[config.mk]
export PLATFORM = sky130hd
export DESIGN_NAME = skin_color_pixel_classifier_unit
export DESIGN_NICKNAME = d
export VERILOG_FILES = /design/src/rtl/scp_pkg.sv /design/src/rtl/skin_color_pixel_classifier_unit.sv /design/src/rtl/scp_rules.sv
export SDC_FILE = /design/constraint.sdc
export NUM_CORES = 1
export LEC_CHECK = 0
export ABC_AREA = 1
export BUFFER_PORTS_ARGS = -buffer_cell sky130_fd_sc_hd__buf_2
export CAP_MARGIN = 20
export CORE_AREA = 2 2 150 298
export DETAILED_ROUTE_END_ITERATION = 10
export DIE_AREA = 0 0 152 300
export GPL_TIMING_DRIVEN = 0
export PLACE_DENSITY = 0.68
export SLEW_MARGIN = 0
export SYNTH_ARGS = -nofsm -noshare
export SYNTH_HDL_FRONTEND = slang
export SYNTH_HIERARCHICAL = 1
export SYNTH_SLANG_ARGS = --single-unit
[constraint.sdc]
create_clock -name clk -period 19.3 [get_ports clk]
set_input_delay 4.825 -clock clk [delete_from_list [all_inputs] [get_ports clk]]
set_output_delay 4.825 -clock clk [all_outputs]
set_load 0.05 [all_outputs]
[src/rtl/scp_pkg.sv]
// ----------------------------------------------------------------------------
// scp_pkg
// Shared types and fixed-point constants for the skin color pixel classifier.
// ----------------------------------------------------------------------------
package scp_pkg;

  typedef enum logic {
    RULE_SET_FIRST  = 1'b0,
    RULE_SET_SECOND = 1'b1
  } rule_set_t;

  typedef struct packed {
    logic [7:0] red;
    logic [7:0] green;
    logic [7:0] blue;
    logic [7:0] chroma_red;
    logic [7:0] chroma_blue;
    logic [7:0] hue;
    logic [7:0] saturation;
  } pixel_t;

  localparam int BOUND_W = 27;
  typedef logic signed [BOUND_W-1:0] bound_t;

  localparam bound_t LINE_SCALE = 27'sd10000;

  localparam bound_t UP_SLOPE   = 27'sd15862;
  localparam bound_t UP_OFFSET  = 27'sd200000;
  localparam bound_t LO1_SLOPE  = 27'sd3448;
  localparam bound_t LO1_OFFSET = 27'sd762069;
  localparam bound_t LO2_SLOPE  = -27'sd45652;
  localparam bound_t LO2_OFFSET = 27'sd2345652;
  localparam bound_t HI1_SLOPE  = -27'sd11500;
  localparam bound_t HI1_OFFSET = 27'sd3017500;
  localparam bound_t HI2_SLOPE  = -27'sd22857;
  localparam bound_t HI2_OFFSET = 27'sd4328500;

  localparam logic [7:0] DAY_RED_MIN   = 8'd95;
  localparam logic [7:0] DAY_GREEN_MIN = 8'd40;
  localparam logic [7:0] DAY_BLUE_MIN  = 8'd20;
  localparam logic [8:0] RGB_SPREAD    = 9'd15;
  localparam logic [7:0] FL_RED_MIN    = 8'd220;
  localparam logic [7:0] FL_GREEN_MIN  = 8'd210;
  localparam logic [7:0] FL_BLUE_MIN   = 8'd170;

  localparam logic [7:0] HUE_LOW_LIM   = 8'd18;
  localparam logic [7:0] HUE_HIGH_LIM  = 8'd161;
  localparam logic [7:0] HUE_MAX_SET1  = 8'd25;
  localparam logic [7:0] SAT_MIN       = 8'd59;
  localparam logic [7:0] SAT_MAX       = 8'd173;
  localparam logic [7:0] CR_MIN_SET1   = 8'd135;
  localparam logic [7:0] CB_MIN_SET1   = 8'd85;

endpackage

[src/rtl/skin_color_pixel_classifier_unit.sv]
// ----------------------------------------------------------------------------
// skin_color_pixel_classifier_unit
// Two-register pipeline that flags each pixel as skin or not.
// ----------------------------------------------------------------------------
// Usage:
//   Input channel (in_valid/in_ready) carries one pixel: red, green, blue,
//   chroma_red, chroma_blue, hue, saturation. Output channel
//   (out_valid/out_ready) carries the one-bit is_skin flag per pixel, in
//   order. The config channel (cfg_valid/cfg_ready, cfg_data) writes the
//   rule set select; cfg_ready is always high, and a write is applied on
//   the next edge. Write it only while no pixel is in flight.
//   Path: a transferred pixel lands in the input register, then its flag
//   is captured in the result register once that register can advance.
//   Throughput: one pixel per cycle while out_ready is high; the rule logic
//   between the input register and the result register is combinational.
//   Stall: when out_ready is low, a full result register holds, the input
//   register holds if both are full, and in_ready drops once both are full.
//   Reset: both registers empty, rule set 0 selected.
// ----------------------------------------------------------------------------
module skin_color_pixel_classifier_unit
  import scp_pkg::*;
(
  input  logic       clk,
  input  logic       rst,
  input  logic       in_valid,
  output logic       in_ready,
  input  logic [7:0] red,
  input  logic [7:0] green,
  input  logic [7:0] blue,
  input  logic [7:0] chroma_red,
  input  logic [7:0] chroma_blue,
  input  logic [7:0] hue,
  input  logic [7:0] saturation,
  output logic       out_valid,
  input  logic       out_ready,
  output logic       is_skin,
  input  logic       cfg_valid,
  output logic       cfg_ready,
  input  logic       cfg_data
);

  rule_set_t rule_set;
  pixel_t    px;
  logic      px_valid;
  logic      px_adv;
  logic      skin;

  assign cfg_ready = 1'b1;
  assign px_adv    = !out_valid || out_ready;
  assign in_ready  = !px_valid || px_adv;

  always_ff @(posedge clk) begin
    if (rst) begin
      rule_set <= RULE_SET_FIRST;
    end else if (cfg_valid && cfg_ready) begin
      rule_set <= rule_set_t'(cfg_data);
    end
  end

  // hold the pixel until the result register can take it
  always_ff @(posedge clk) begin
    if (rst) begin
      px_valid <= 1'b0;
    end else if (in_ready) begin
      px_valid <= in_valid;
    end
  end

  always_ff @(posedge clk) begin
    if (in_valid && in_ready) begin
      px <= '{red: red, green: green, blue: blue, chroma_red: chroma_red,
              chroma_blue: chroma_blue, hue: hue, saturation: saturation};
    end
  end

  scp_rules u_rules (
    .px       (px),
    .rule_set (rule_set),
    .skin     (skin)
  );

  always_ff @(posedge clk) begin
    if (rst) begin
      out_valid <= 1'b0;
    end else if (px_adv) begin
      out_valid <= px_valid;
    end
  end

  always_ff @(posedge clk) begin
    if (px_adv && px_valid) begin
      is_skin <= skin;
    end
  end

  a_reset_empty: assert property (@(posedge clk) rst |=> !out_valid && !px_valid)
    else $error("pipeline not empty after reset");

  a_in_load: assert property (@(posedge clk) disable iff (rst)
    in_valid && in_ready |=> px_valid)
    else $error("transferred pixel lost at input register");

  a_advance: assert property (@(posedge clk) disable iff (rst)
    px_valid && px_adv |=> out_valid)
    else $error("pixel advanced without a result");

  a_hold_px: assert property (@(posedge clk) disable iff (rst)
    px_valid && !px_adv |=> px_valid && $stable(px))
    else $error("stalled pixel changed");

  a_cfg_write: assert property (@(posedge clk) disable iff (rst)
    cfg_valid && cfg_ready |=> rule_set == rule_set_t'($past(cfg_data)))
    else $error("rule set write not applied");

endmodule

[src/rtl/scp_rules.sv]
// ----------------------------------------------------------------------------
// scp_rules
// Combinational skin rules: RGB tests, Cr/Cb line bounds and hue/saturation
// window, combined according to the selected rule set.
// ----------------------------------------------------------------------------
module scp_rules
  import scp_pkg::*;
(
  input  pixel_t    px,
  input  rule_set_t rule_set,
  output logic      skin
);

  logic [8:0] rg_diff;
  logic [7:0] mx;
  logic [7:0] mn;
  logic       r_gt_g;
  logic       r_gt_b;
  logic       g_gt_b;
  logic       daylight;
  logic       flash;
  logic       red_dom;

  bound_t cr_s;
  bound_t cb_s;
  bound_t y;
  logic   up_ok;
  logic   lo1_ok;
  logic   lo2_ok;
  logic   hi1_ok;
  logic   hi2_ok;
  logic   four_ok;

  logic   hue_set0;
  logic   alt_hs;
  logic   alt_crcb;

  assign r_gt_g = px.red > px.green;
  assign r_gt_b = px.red > px.blue;
  assign g_gt_b = px.green > px.blue;

  assign rg_diff = r_gt_g ? ({1'b0, px.red} - {1'b0, px.green})
                          : ({1'b0, px.green} - {1'b0, px.red});

  always_comb begin
    mx = px.red;
    mn = px.red;
    if (px.green > mx) mx = px.green;
    if (px.blue > mx)  mx = px.blue;
    if (px.green < mn) mn = px.green;
    if (px.blue < mn)  mn = px.blue;
  end

  assign red_dom  = (px.red > DAY_RED_MIN) && (px.green > DAY_GREEN_MIN) &&
                    (px.blue > DAY_BLUE_MIN) && (rg_diff > RGB_SPREAD) &&
                    r_gt_g && r_gt_b;
  assign daylight = red_dom && (({1'b0, mx} - {1'b0, mn}) > RGB_SPREAD);
  assign flash    = (px.red > FL_RED_MIN) && (px.green > FL_GREEN_MIN) &&
                    (px.blue > FL_BLUE_MIN) && (rg_diff <= RGB_SPREAD) &&
                    r_gt_b && g_gt_b;

  assign cr_s = bound_t'({1'b0, px.chroma_red});
  assign cb_s = bound_t'({1'b0, px.chroma_blue});
  assign y    = cr_s * LINE_SCALE;

  assign up_ok  = y <= (UP_SLOPE  * cb_s + UP_OFFSET);
  assign lo1_ok = y >= (LO1_SLOPE * cb_s + LO1_OFFSET);
  assign lo2_ok = y >= (LO2_SLOPE * cb_s + LO2_OFFSET);
  assign hi1_ok = y <= (HI1_SLOPE * cb_s + HI1_OFFSET);
  assign hi2_ok = y <= (HI2_SLOPE * cb_s + HI2_OFFSET);
  assign four_ok = lo1_ok && lo2_ok && hi1_ok && hi2_ok;

  assign hue_set0 = (px.hue < HUE_LOW_LIM) || (px.hue > HUE_HIGH_LIM);
  assign alt_hs   = (px.hue <= HUE_MAX_SET1) && (px.saturation >= SAT_MIN) &&
                    (px.saturation <= SAT_MAX);
  assign alt_crcb = (px.chroma_red > CR_MIN_SET1) &&
                    (px.chroma_blue > CB_MIN_SET1) && four_ok;

  always_comb begin
    unique case (rule_set)
      RULE_SET_FIRST:  skin = (daylight || flash) && up_ok && four_ok && hue_set0;
      RULE_SET_SECOND: skin = red_dom && (alt_hs || alt_crcb);
      default:         skin = 1'b0;
    endcase
  end

endmodule
# After elaboration in Yosys (flattened, before gate mapping)
# Index checks and enable logic that the tools add are counted.
# op_classes
n_addsub,8
n_mul,6
magnitude_cmp,28
muxes,6
n_bitwise,1
n_reduce_logical,31
# ops
op,n
$le A27 B27 Y1,3
$add A27 B23 Y27 const B,2
$ge A27 B27 Y1,2
$gt A8 B8 Y1,5
$gt A8 B8 Y1 const B,5
$mux W8,4
$add A27 B19 Y27 const B,1
$add A27 B21 Y27 const B,1
$add A27 B24 Y27 const B,1
$sub A8 B8 Y9,3
$mul A16 B9 Y25 const A,1
$logic_and A1 B1 Y1,24
$mul A15 B9 Y24 const A,1
$mul A13 B9 Y22 const A,1
$mul A13 B8 Y21 const A,1
$gt A9 B4 Y1 const B,2
$mul A8 B10 Y18 const B,1
$mul A9 B8 Y17 const A,1
$gt A8 B7 Y1 const B,2
$lt A8 B8 Y1,2
$le A9 B4 Y1 const B,1
$mux W9,1
$ge A8 B6 Y1 const B,1
$gt A8 B5 Y1 const B,1
other kinds (8),13
# word_totals
regBits,60
input_bits,62
elab_cells,91

# Logic depth before layout (Yosys ltp)
# Gate-level depths: netlist of the first run.
# logic_depth
depth_word,12
mapped_depth,41
depth_no_buf,41

# Hierarchy
# The synthesis of the first run kept the hierarchy.
# by_module_without_submodules
module,instances,cells_each,area_each_um2,seq_area_each_um2
scp_rules,1,2450,17434.2,0.0
skin_color_pixel_classifier_unit,1,76,1850.5,1771.7

# Worst setup path before layout of the first run
# Ideal clock, no wire load.
# synth_timing
path_kind,in2out
from,input out_ready
to,output in_ready
t_arrival_ns,5.170
required_ns,14.475
setup_slack_ns,9.305
stages,2
path_buffers,0
path_cell_list,inv_1 > nand3_2
# synth_between
elab_chain_len,2
# synth_rtl
element,line,rtl
"start, declared",skin_color_pixel_classifier_unit.sv:35,"input logic out_ready,"
$logic_or A1 B1 Y1,skin_color_pixel_classifier_unit.sv:49,assign px_adv = !out_valid || out_ready;
$logic_or A1 B1 Y1,skin_color_pixel_classifier_unit.sv:50,assign in_ready = !px_valid || px_adv;
"end, declared",skin_color_pixel_classifier_unit.sv:26,"output logic in_ready,"
# Every way passes these cells.

# Worst setup path after layout of the first run
# Ends and elaborated chain as after synthesis.

==> results of run 1 <==
==> sequential cells by signal, summed over array words and instances (netlist names) <==
| register | count |
|---|---|
| is_skin | 1 |
| out_valid | 1 |
| px | 55 |
| px_valid | 1 |
| rule_set | 1 |
==> through the flow <==
stage,setup WS (ns),cell area (sq um),utilization,std cells,hold WS (ns)
floorplan,9.305,19250,-,2525,0.4412
global placement,9.145,20260,0.4670,3138,0.4742
detailed placement,9.127,20330,0.4688,3141,0.4837
CTS,9.126,20630,0.4757,3157,0.4781
global route,9.096,20630,0.4757,3158,0.5160
finish,9.128,20630,0.4757,3158,0.4762
==> cells in the final DEF, fill, tap and decap left out, drive strengths merged, types with 52 or more instances in the layout <==
cell and n:
edfxtp 56, nand2 494, xor2 95, nor2 122, nand3 97, ha 399, o21ai 96, buf 69
xnor2 52, inv 574, fa 176, a21oi 171
==> worst paths after layout <==
kind,end,cells past startpoint
setup / recovery,in_ready,4
hold / removal,out_valid,2
setup reg to reg,is_skin,36
hold reg to reg,out_valid,2
==> final cells by class <==
class | count | area, sq um | area share
well taps | 550 | 688.2 | 0.03335
clock buffers | 9 | 225.2 | 0.01091
diodes | 1 | 2.502 | 0.0001213
multi-input cells | 1888 | 15340 | 0.7433
flip-flops and latches | 59 | 1742 | 0.08440
inverters | 571 | 2143 | 0.1039
clock inverters | 7 | 73.82 | 0.003577
repair buffers | 66 | 390.4 | 0.01892
plain buffers | 7 | 32.53 | 0.001577
==> worst max-delay path, cell delays in order <==
cell     delay, ns
buf_2         0.10
inv_1         0.09
nand3_2       0.10
buf_2         0.23
==> metal layers <==
metal	routed length (um)	vias to the layer above	global-route usage
li1	-	8296	-
met1	19900	8177	0.2357
met2	33990	598	0.5435
met3	2516	327	0.04007
met4	8428	2	0.2980
met5	13	-	0
==> impl_metrics.py, run 1 <==
metrics = {
    "worst_setup_path": {
        "crit_type": "in2out",
        "reg2reg_slack_ns": 10.65,
        "startpoint": "out_ready",
        "cp.required_ns": 14.48,
        "cp-start-kind": "input port",
        "worst-path-max-fanout": 3,
        "crit_arrival_ns": 5.35,
        "critPathCaptureType": "output port",
        "reg2reg_from": "px[23]",
    },
    "grt": {
        "grt_pass1_wl_mm": 98.44,
        "grtUsageTotal": 0.2838,
        "overflow": 0,
        "grt_max_degree": 42,
        "grt_pass1_vias": 18423,
        "antenna_found_initial": 2,
    },
    "synth": {
        "avgSynthCellArea_sq_um": 7.626,
        "syn-num-nets": 3162,
        "postSynthCellCount": 2525,
        "yosysWarnings": 6,
        "syn_area_sq_mm": 0.01925,
    },
    "die": {
        "start_util": 0.4439,
        "dieArea_sq_mm": 0.04560,
        "ios": 66,
        "dieWidth_um": 152,
        "coreArea_sq_mm": 0.04338,
        "fp.dieH_um": 300,
        "row_count": 108,
    },
    "timing": {
        "slew_viol_final": 0,
        "hold_viol": 0,
        "layout_worst_path_cycle_share": 0.5271,
        "finalSetupTns_ns": 0,
        "finalClockSkew_ns": 0.01119,
        "worst_pin_slew_ns": 1.052,
        "relSlewSlack": 0.2969,
        "finalSetupViolCount": 0,
        "max_freq_mhz": 98.31,
        "rsz0062_at_grt": "no",
        "fin_crit_ns": 10.17,
    },
    "placed_design": {
        "hpwl_mm": 55.19,
        "io_buffers": 63,
        "place_congestion": 1.038,
    },
    "cts": {
        "clk_pin_slew_ns": 0.06,
        "cts-resized-gates": 0,
        "clock_path_buffers": 2,
        "hold_buffers": 0,
        "cts_root_buffer": "clkbuf_16",
        "clock_latency_ns": 0.36,
        "cts_buffers": 9,
        "cts_tree": "done",
        "cts_setup_buffers": 0,
        "cts_sinks": 59,
        "htreeDepth": 3,
    },
    "final_layout": {
        "nets": 3239,
        "fillerInstances": 4278,
        "drive_gt1_frac": 0.05639,
        "syn_to_final_growth_pct": 7.168,
    },
    "routing": {
        "route.antenna.remaining_nets": 0,
        "vias_per_cell": 5.510,
        "wl_mm": 64.85,
        "drc": 0,
        "drt_first_pass_iters": 6,
        "vias": 17400,
        "drt_iter0_markers": 751,
        "wire_per_inst_um": 20.54,
    },
    "run_status": {
        "status": "finished clean",
    },
    "min_path": {
        "worstHoldStart": "px_valid",
        "hold_class": "reg2reg",
    },
    "job": {
        "cap_violations": 0,
    },
}
Power of run 1 is left out: the tool's default activity adds up to more than one toggle a clock period on the data nets, which glitch-free logic cannot reach.
==> run 2: changes to the inputs <==
- PLACE_DENSITY: 0.68 -> 0.71
- clock period: 19.3 -> 8.9 ns (I/O delays scaled with it)
==> run 2 against run 1 <==
  * Clock-buffer cell count unchanged
  * First-iteration DRC count up 12%
  * Sequential share of layout area about the same
  * Largest cell class unchanged
  * Sequential cell count unchanged
  * Non-clock buffer count up 4
  * Global-route usage down 1.1 points
==> impl_metrics.py, run 2 (synthesized netlist as in run 1, its figures left out) <==
metrics = {
    "cts": {
        "htreeDepth": 3,
        "cts_tree": "done",
        "clk_pin_slew_ns": 0.07,
        "cts_root_buffer": "clkbuf_16",
        "cts_sinks": 59,
        "cts_buffers": 9,
        "hold_buffers": 0,
        "clock_path_buffers": 2,
        "clock_latency_ns": 0.36,
    },
    "routing": {
        "vias": 17250,
        "wire_per_inst_um": 19.70,
        "drt_first_pass_iters": 7,
        "drt_iter0_markers": 842,
        "drc": 0,
        "wl_mm": 62.29,
        "route.antenna.remaining_nets": 0,
        "vias_per_cell": 5.455,
    },
    "worst_setup_path": {
        "crit_type": "reg2reg",
        "crit_arrival_ns": 8.45,
        "critical-path-max-stage-delay_ns": 1.04,
        "cp-start-kind": "flop",
        "cp.required_ns": 9.01,
        "cp_slowest_cell": "edfxtp_1",
        "critPathCaptureType": "flop",
        "cp_common_cell": "inv_1",
        "worst-path-max-fanout": 15,
    },
    "final_layout": {
        "drive_gt1_frac": 0.05898,
        "mostFrequentLayoutCell": "inv_1",
        "final_cell_mix": "inv_1 (561), nand2_1 (474), ha_1 (398)",
        "nets": 3243,
        "fillerInstances": 4267,
        "syn_to_final_growth_pct": 7.375,
        "top_register": "px",
        "largest_reg_flops": 55,
        "final_cells": 3162,
    },
    "grt": {
        "grt_max_degree": 42,
        "antenna_found_initial": 0,
        "grt_pass1_wl_mm": 95.45,
        "grtUsageTotal": 0.2733,
        "grt_pass1_vias": 18139,
        "overflow": 0,
    },
    "timing": {
        "fin_ws_ns": 0.5602,
        "holdWs_ns": 0.4963,
        "relSlewSlack": 0.2426,
        "slew_viol_final": 0,
        "finalClockSkew_ns": 0.01746,
        "worst_pin_slew_ns": 1.136,
        "layout_worst_path_cycle_share": 0.9371,
        "rsz0062_at_grt": "no",
        "finalSetupViolCount": 0,
        "hold_viol": 0,
        "fin_crit_ns": 8.340,
        "finalSetupTns_ns": 0,
        "max_freq_mhz": 119.9,
    },
    "placed_design": {
        "dp_slack_ns": 0.4490,
        "hpwl_mm": 53.58,
        "io_buffers": 63,
        "dp.cells": 3140,
        "place_congestion": 1.003,
    },
    "die": {
        "fp.dieH_um": 300,
        "row_count": 108,
        "dieArea_sq_mm": 0.04560,
        "coreArea_sq_mm": 0.04338,
        "start_util": 0.4439,
        "dieWidth_um": 152,
        "ios": 66,
    },
    "min_path": {
        "hold_class": "reg2reg",
    },
    "run_status": {
        "status": "finished clean",
    },
    "job": {
        "cap_violations": 0,
    },
}
## run 2: cell count changes in the layout (fill, tap and decap cells not counted)
cell        before  now
buf_4            1    5
inv_6            3    0
clkinv_4         1    3
clkinv_1         1    0
clkinv_2         1    2
clkinvlp_4       0    1
ha_1           399  398
ha_2             0    1
inv_1          562  561
inv_8            0    1
## run 2: per-stage QoR
stage	utilization	area [sq um]
5_1_grt	0.4766	20670
3_3_place_gp	0.4670	20260
2_1_floorplan	-	19250
6_report	0.4766	20670
3_5_place_dp	0.4681	20310
4_1_cts	0.4751	20610
## run 2: final cells by class
type                            instances  area (sq um)  area share
Timing Repair Buffer                   70         420.4     0.02033
Multi-Input combinational cell       1888         15340      0.7420
Buffer                                  7         32.53    0.001573
Antenna cell                            1         2.502   0.0001210
Sequential cell                        59          1742     0.08424
Clock buffer                            9         225.2     0.01089
Clock inverter                          7         77.57    0.003752
Tap cell                              550         688.2     0.03328
Inverter                              571          2147      0.1038
## run 2: timing repair
action                                  4_1_cts  5_1_grt
endpoints found under the hold margin         0        0
gates resized for setup                       0        2
setup buffers                                 0        4
endpoints found under the setup margin        0        1
## run 2: worst max-delay path: cells and delay by family, from the launching register on
| family | cells | cell delay [ns] |
|---|---|---|
| adders and majority gates | 6 | 2.81 |
| DFF | 1 | 1.04 |
| xor gates and xnor gates | 2 | 0.41 |
| buffers and inverters | 8 | 1.08 |
| AOI/OAI and AO/OA | 5 | 0.83 |
| and+or+nand+nor | 15 | 1.85 |
## run 2: per-layer routing
metal,global-route usage,vias up,share of wire
li1,-,8309,-
met5,0,-,0
met2,0.5266,590,0.53
met3,0.03502,294,0.042
met1,0.2376,8057,0.31
met4,0.2599,0,0.12
## run 2: worst paths after layout
path / from / endpoint / slack (ns) / depth (start not counted)
max: px[23] / is_skin / 0.56 / 36
min: px_valid / out_valid / 0.50 / 2
max reg2reg: px[23] / is_skin / 0.56 / 36
min reg2reg: px_valid / out_valid / 0.50 / 2
Power of run 2 is left out for the same reason.
==> run 3: changes to the inputs <==
- CORE_AREA: 2 2 150 298 -> 2 2 147 292
- DIE_AREA: 0 0 152 300 -> 0 0 149 294
- SYNTH_HIERARCHICAL: 1 -> not set
==> run 3 against run 2 <==
  * Via count decreased by 4.1%
  * Clock-buffer cell count grew 1
  * Worst setup slack gained 0.039 ns
  * Critical path depth is the same
  * Critical path type unchanged
  * Die area decreased by 3.9%
  * Synthesized cell count decreased by 2.0%
  * First-iteration DRC count fell by 11%
  * Design area is 4.4% lower
  * Global-route usage decreased by 0.55 points
  * Clock skew decreased by 0.0093 ns
  * Synthesized area decreased by 4.1%
  * Largest cell class unchanged
  * Sequential share of layout area grew 0.39 points
==> impl_metrics.py, run 3 <==
metrics = {
    "die": {
        "dieArea_sq_mm": 0.04381,
        "fp.dieH_um": 294,
        "row_count": 106,
        "coreArea_sq_mm": 0.04164,
        "ios": 66,
        "dieWidth_um": 149,
        "start_util": 0.4434,
    },
    "worst_setup_path": {
        "critPathCaptureType": "flop",
        "critical-path-max-stage-delay_ns": 1.07,
        "crit_arrival_ns": 8.51,
        "cp.required_ns": 9.11,
        "worst-path-max-fanout": 14,
        "cp_slowest_cell": "edfxtp_1",
        "crit_type": "reg2reg",
        "critical_path_buf_inv_count": 7,
        "reg2reg_from": "px[16]",
        "cp-start-kind": "flop",
        "startpoint": "px[16]",
        "cp_common_cell": "nand2_1",
        "worst_path_dominant_cell_family": "adder cells",
    },
    "synth": {
        "synth_top_area_frac": 0.2480,
        "synth-edff-count": 56,
        "syn_area_sq_mm": 0.01847,
        "synth-seq-cells": 59,
        "synth_commonest_cells": "inv_1 (549), nand2_1 (508), ha_1 (366), a21oi_1 (158), fa_1 (155)",
        "synth_cell_types": 55,
        "seq_area_frac_synth": 0.09432,
        "async_flop_share": 0,
        "synthFlopType": "edfxtp_1",
        "postSynthCellCount": 2475,
        "avgSynthCellArea_sq_um": 7.461,
        "yosysWarnings": 0,
        "syn-num-nets": 3058,
        "yosysMostFrequentCell": "inv_1",
        "synth_area_leaders": "ha_1 (25%), fa_1 (17%), inv_1 (11%)",
        "synth_largest_area_cell": "ha_1",
    },
    "final_layout": {
        "fillerInstances": 4222,
        "final_cell_mix": "inv_1 (548), nand2_1 (508), ha_1 (366)",
        "antenna_cells": 0,
        "drive_gt1_frac": 0.06338,
        "mostFrequentLayoutCell": "inv_1",
        "multi_input_area_sq_mm": 0.01460,
        "top_register": "px",
        "syn_to_final_growth_pct": 7.027,
        "layout.area.seq_sq_mm": 0.001742,
        "nets": 3134,
        "final_cells": 3096,
        "largest_reg_flops": 55,
        "postLayoutCellArea_sq_mm": 0.01976,
    },
    "grt": {
        "antenna_found_initial": 0,
        "grt_pass1_vias": 17206,
        "grt_max_degree": 29,
        "use_met3": 0.02279,
        "use_met1": 0.2379,
        "grt-busiest-layer": "met2",
        "met2_usage": 0.5107,
        "grtUsageTotal": 0.2677,
        "grt_pass1_wl_mm": 88.42,
        "overflow": 0,
    },
    "cts": {
        "cts_buffers": 9,
        "cts-resized-gates": 0,
        "clock_latency_ns": 0.35,
        "clock_path_buffers": 2,
        "htreeDepth": 3,
        "cts_tree": "done",
        "cts_sinks": 59,
        "cts_setup_buffers": 0,
        "hold_buffers": 0,
        "clk_pin_slew_ns": 0.06,
        "cts_root_buffer": "clkbuf_16",
    },
    "timing": {
        "holdWs_ns": 0.4984,
        "fin_crit_ns": 8.301,
        "finalSetupViolCount": 0,
        "slew_viol_final": 0,
        "max_freq_mhz": 120.5,
        "finalClockSkew_ns": 0.008142,
        "rsz0062_at_grt": "no",
        "relSlewSlack": 0.1442,
        "hold_viol": 0,
        "worst_pin_slew_ns": 1.282,
        "layout_worst_path_cycle_share": 0.9327,
        "finalSetupTns_ns": 0,
    },
    "placed_design": {
        "place_congestion": 0.9976,
        "io_buffers": 63,
        "hpwl_mm": 50.18,
        "place_area_sq_mm": 0.01949,
        "dp.cells": 3080,
    },
    "min_path": {
        "hold_class": "reg2reg",
        "worstHoldStart": "px_valid",
    },
    "routing": {
        "drc": 0,
        "vias_per_cell": 5.341,
        "wire_per_inst_um": 18.60,
        "route.antenna.remaining_nets": 0,
        "drt_first_pass_iters": 5,
        "drt_iter0_markers": 752,
        "wl_mm": 57.58,
        "vias": 16537,
    },
    "run_status": {
        "status": "finished clean",
    },
    "job": {
        "cap_violations": 0,
    },
}
run 3: per-stage QoR:
| stage | util | setup slack [ns] |
|---|---|---|
| final | 0.4746 | 0.5994 |
| after global placement | 0.4672 | 0.7819 |
| after floorplan | - | 2.700 |
| after detailed placement | 0.4680 | 0.7740 |
| after CTS | 0.4746 | 0.7164 |
| after global routing | 0.4746 | 0.07869 |
run 3: area by class of cell:
class	instances	share of cell area
plain buffers	9	0.002279
clock buffers	10	0.01159
clock inverters	6	0.002153
inverters	555	0.1055
multi-input cells	1852	0.7388
flip-flops and latches	59	0.08813
well taps	540	0.03419
repair buffers	65	0.01735
run 3: kinds of logic (layout without fill, tap and decap cells):
kind of cell    count (synthesis)  in the layout  share of synthesized area
fa+ha+maj                     521            521                     0.4160
xor+xnor                      141            141                    0.06891
flops                          59             59                    0.09432
compound gates                324            324                     0.1015
buf+inv                       564            645                     0.1153
other cells                     1              1                  0.0002031
mux                             1              1                  0.0005421
simple gates                  864            864                     0.2031
run 3: worst register-to-register path, delay by kind of cell (launching register included):
kind	cells	cell delay (ns)
fa+ha+maj	6	2.93
simple gates	21	2.77
buf+inv	7	1.11
flops	1	1.07
compound gates	1	0.23
xor+xnor	1	0.07
run 3: path summary, 6_finish.rpt:
check,end,slack [ns],cells after the start
setup reg to reg,is_skin,0.60,36
hold reg to reg,out_valid,0.50,2
hold / removal,out_valid,0.50,2
setup / recovery,is_skin,0.60,36
run 3: routing by layer:
layer | part of all wire | wire (um) | up-vias
li1 | - | - | 8090
met3 | 0.032 | 1819 | 242
met1 | 0.32 | 18520 | 7715
met2 | 0.53 | 30590 | 490
met4 | 0.12 | 6659 | 0
met5 | 0 | 0 | -
Power of run 3 is left out for the same reason.
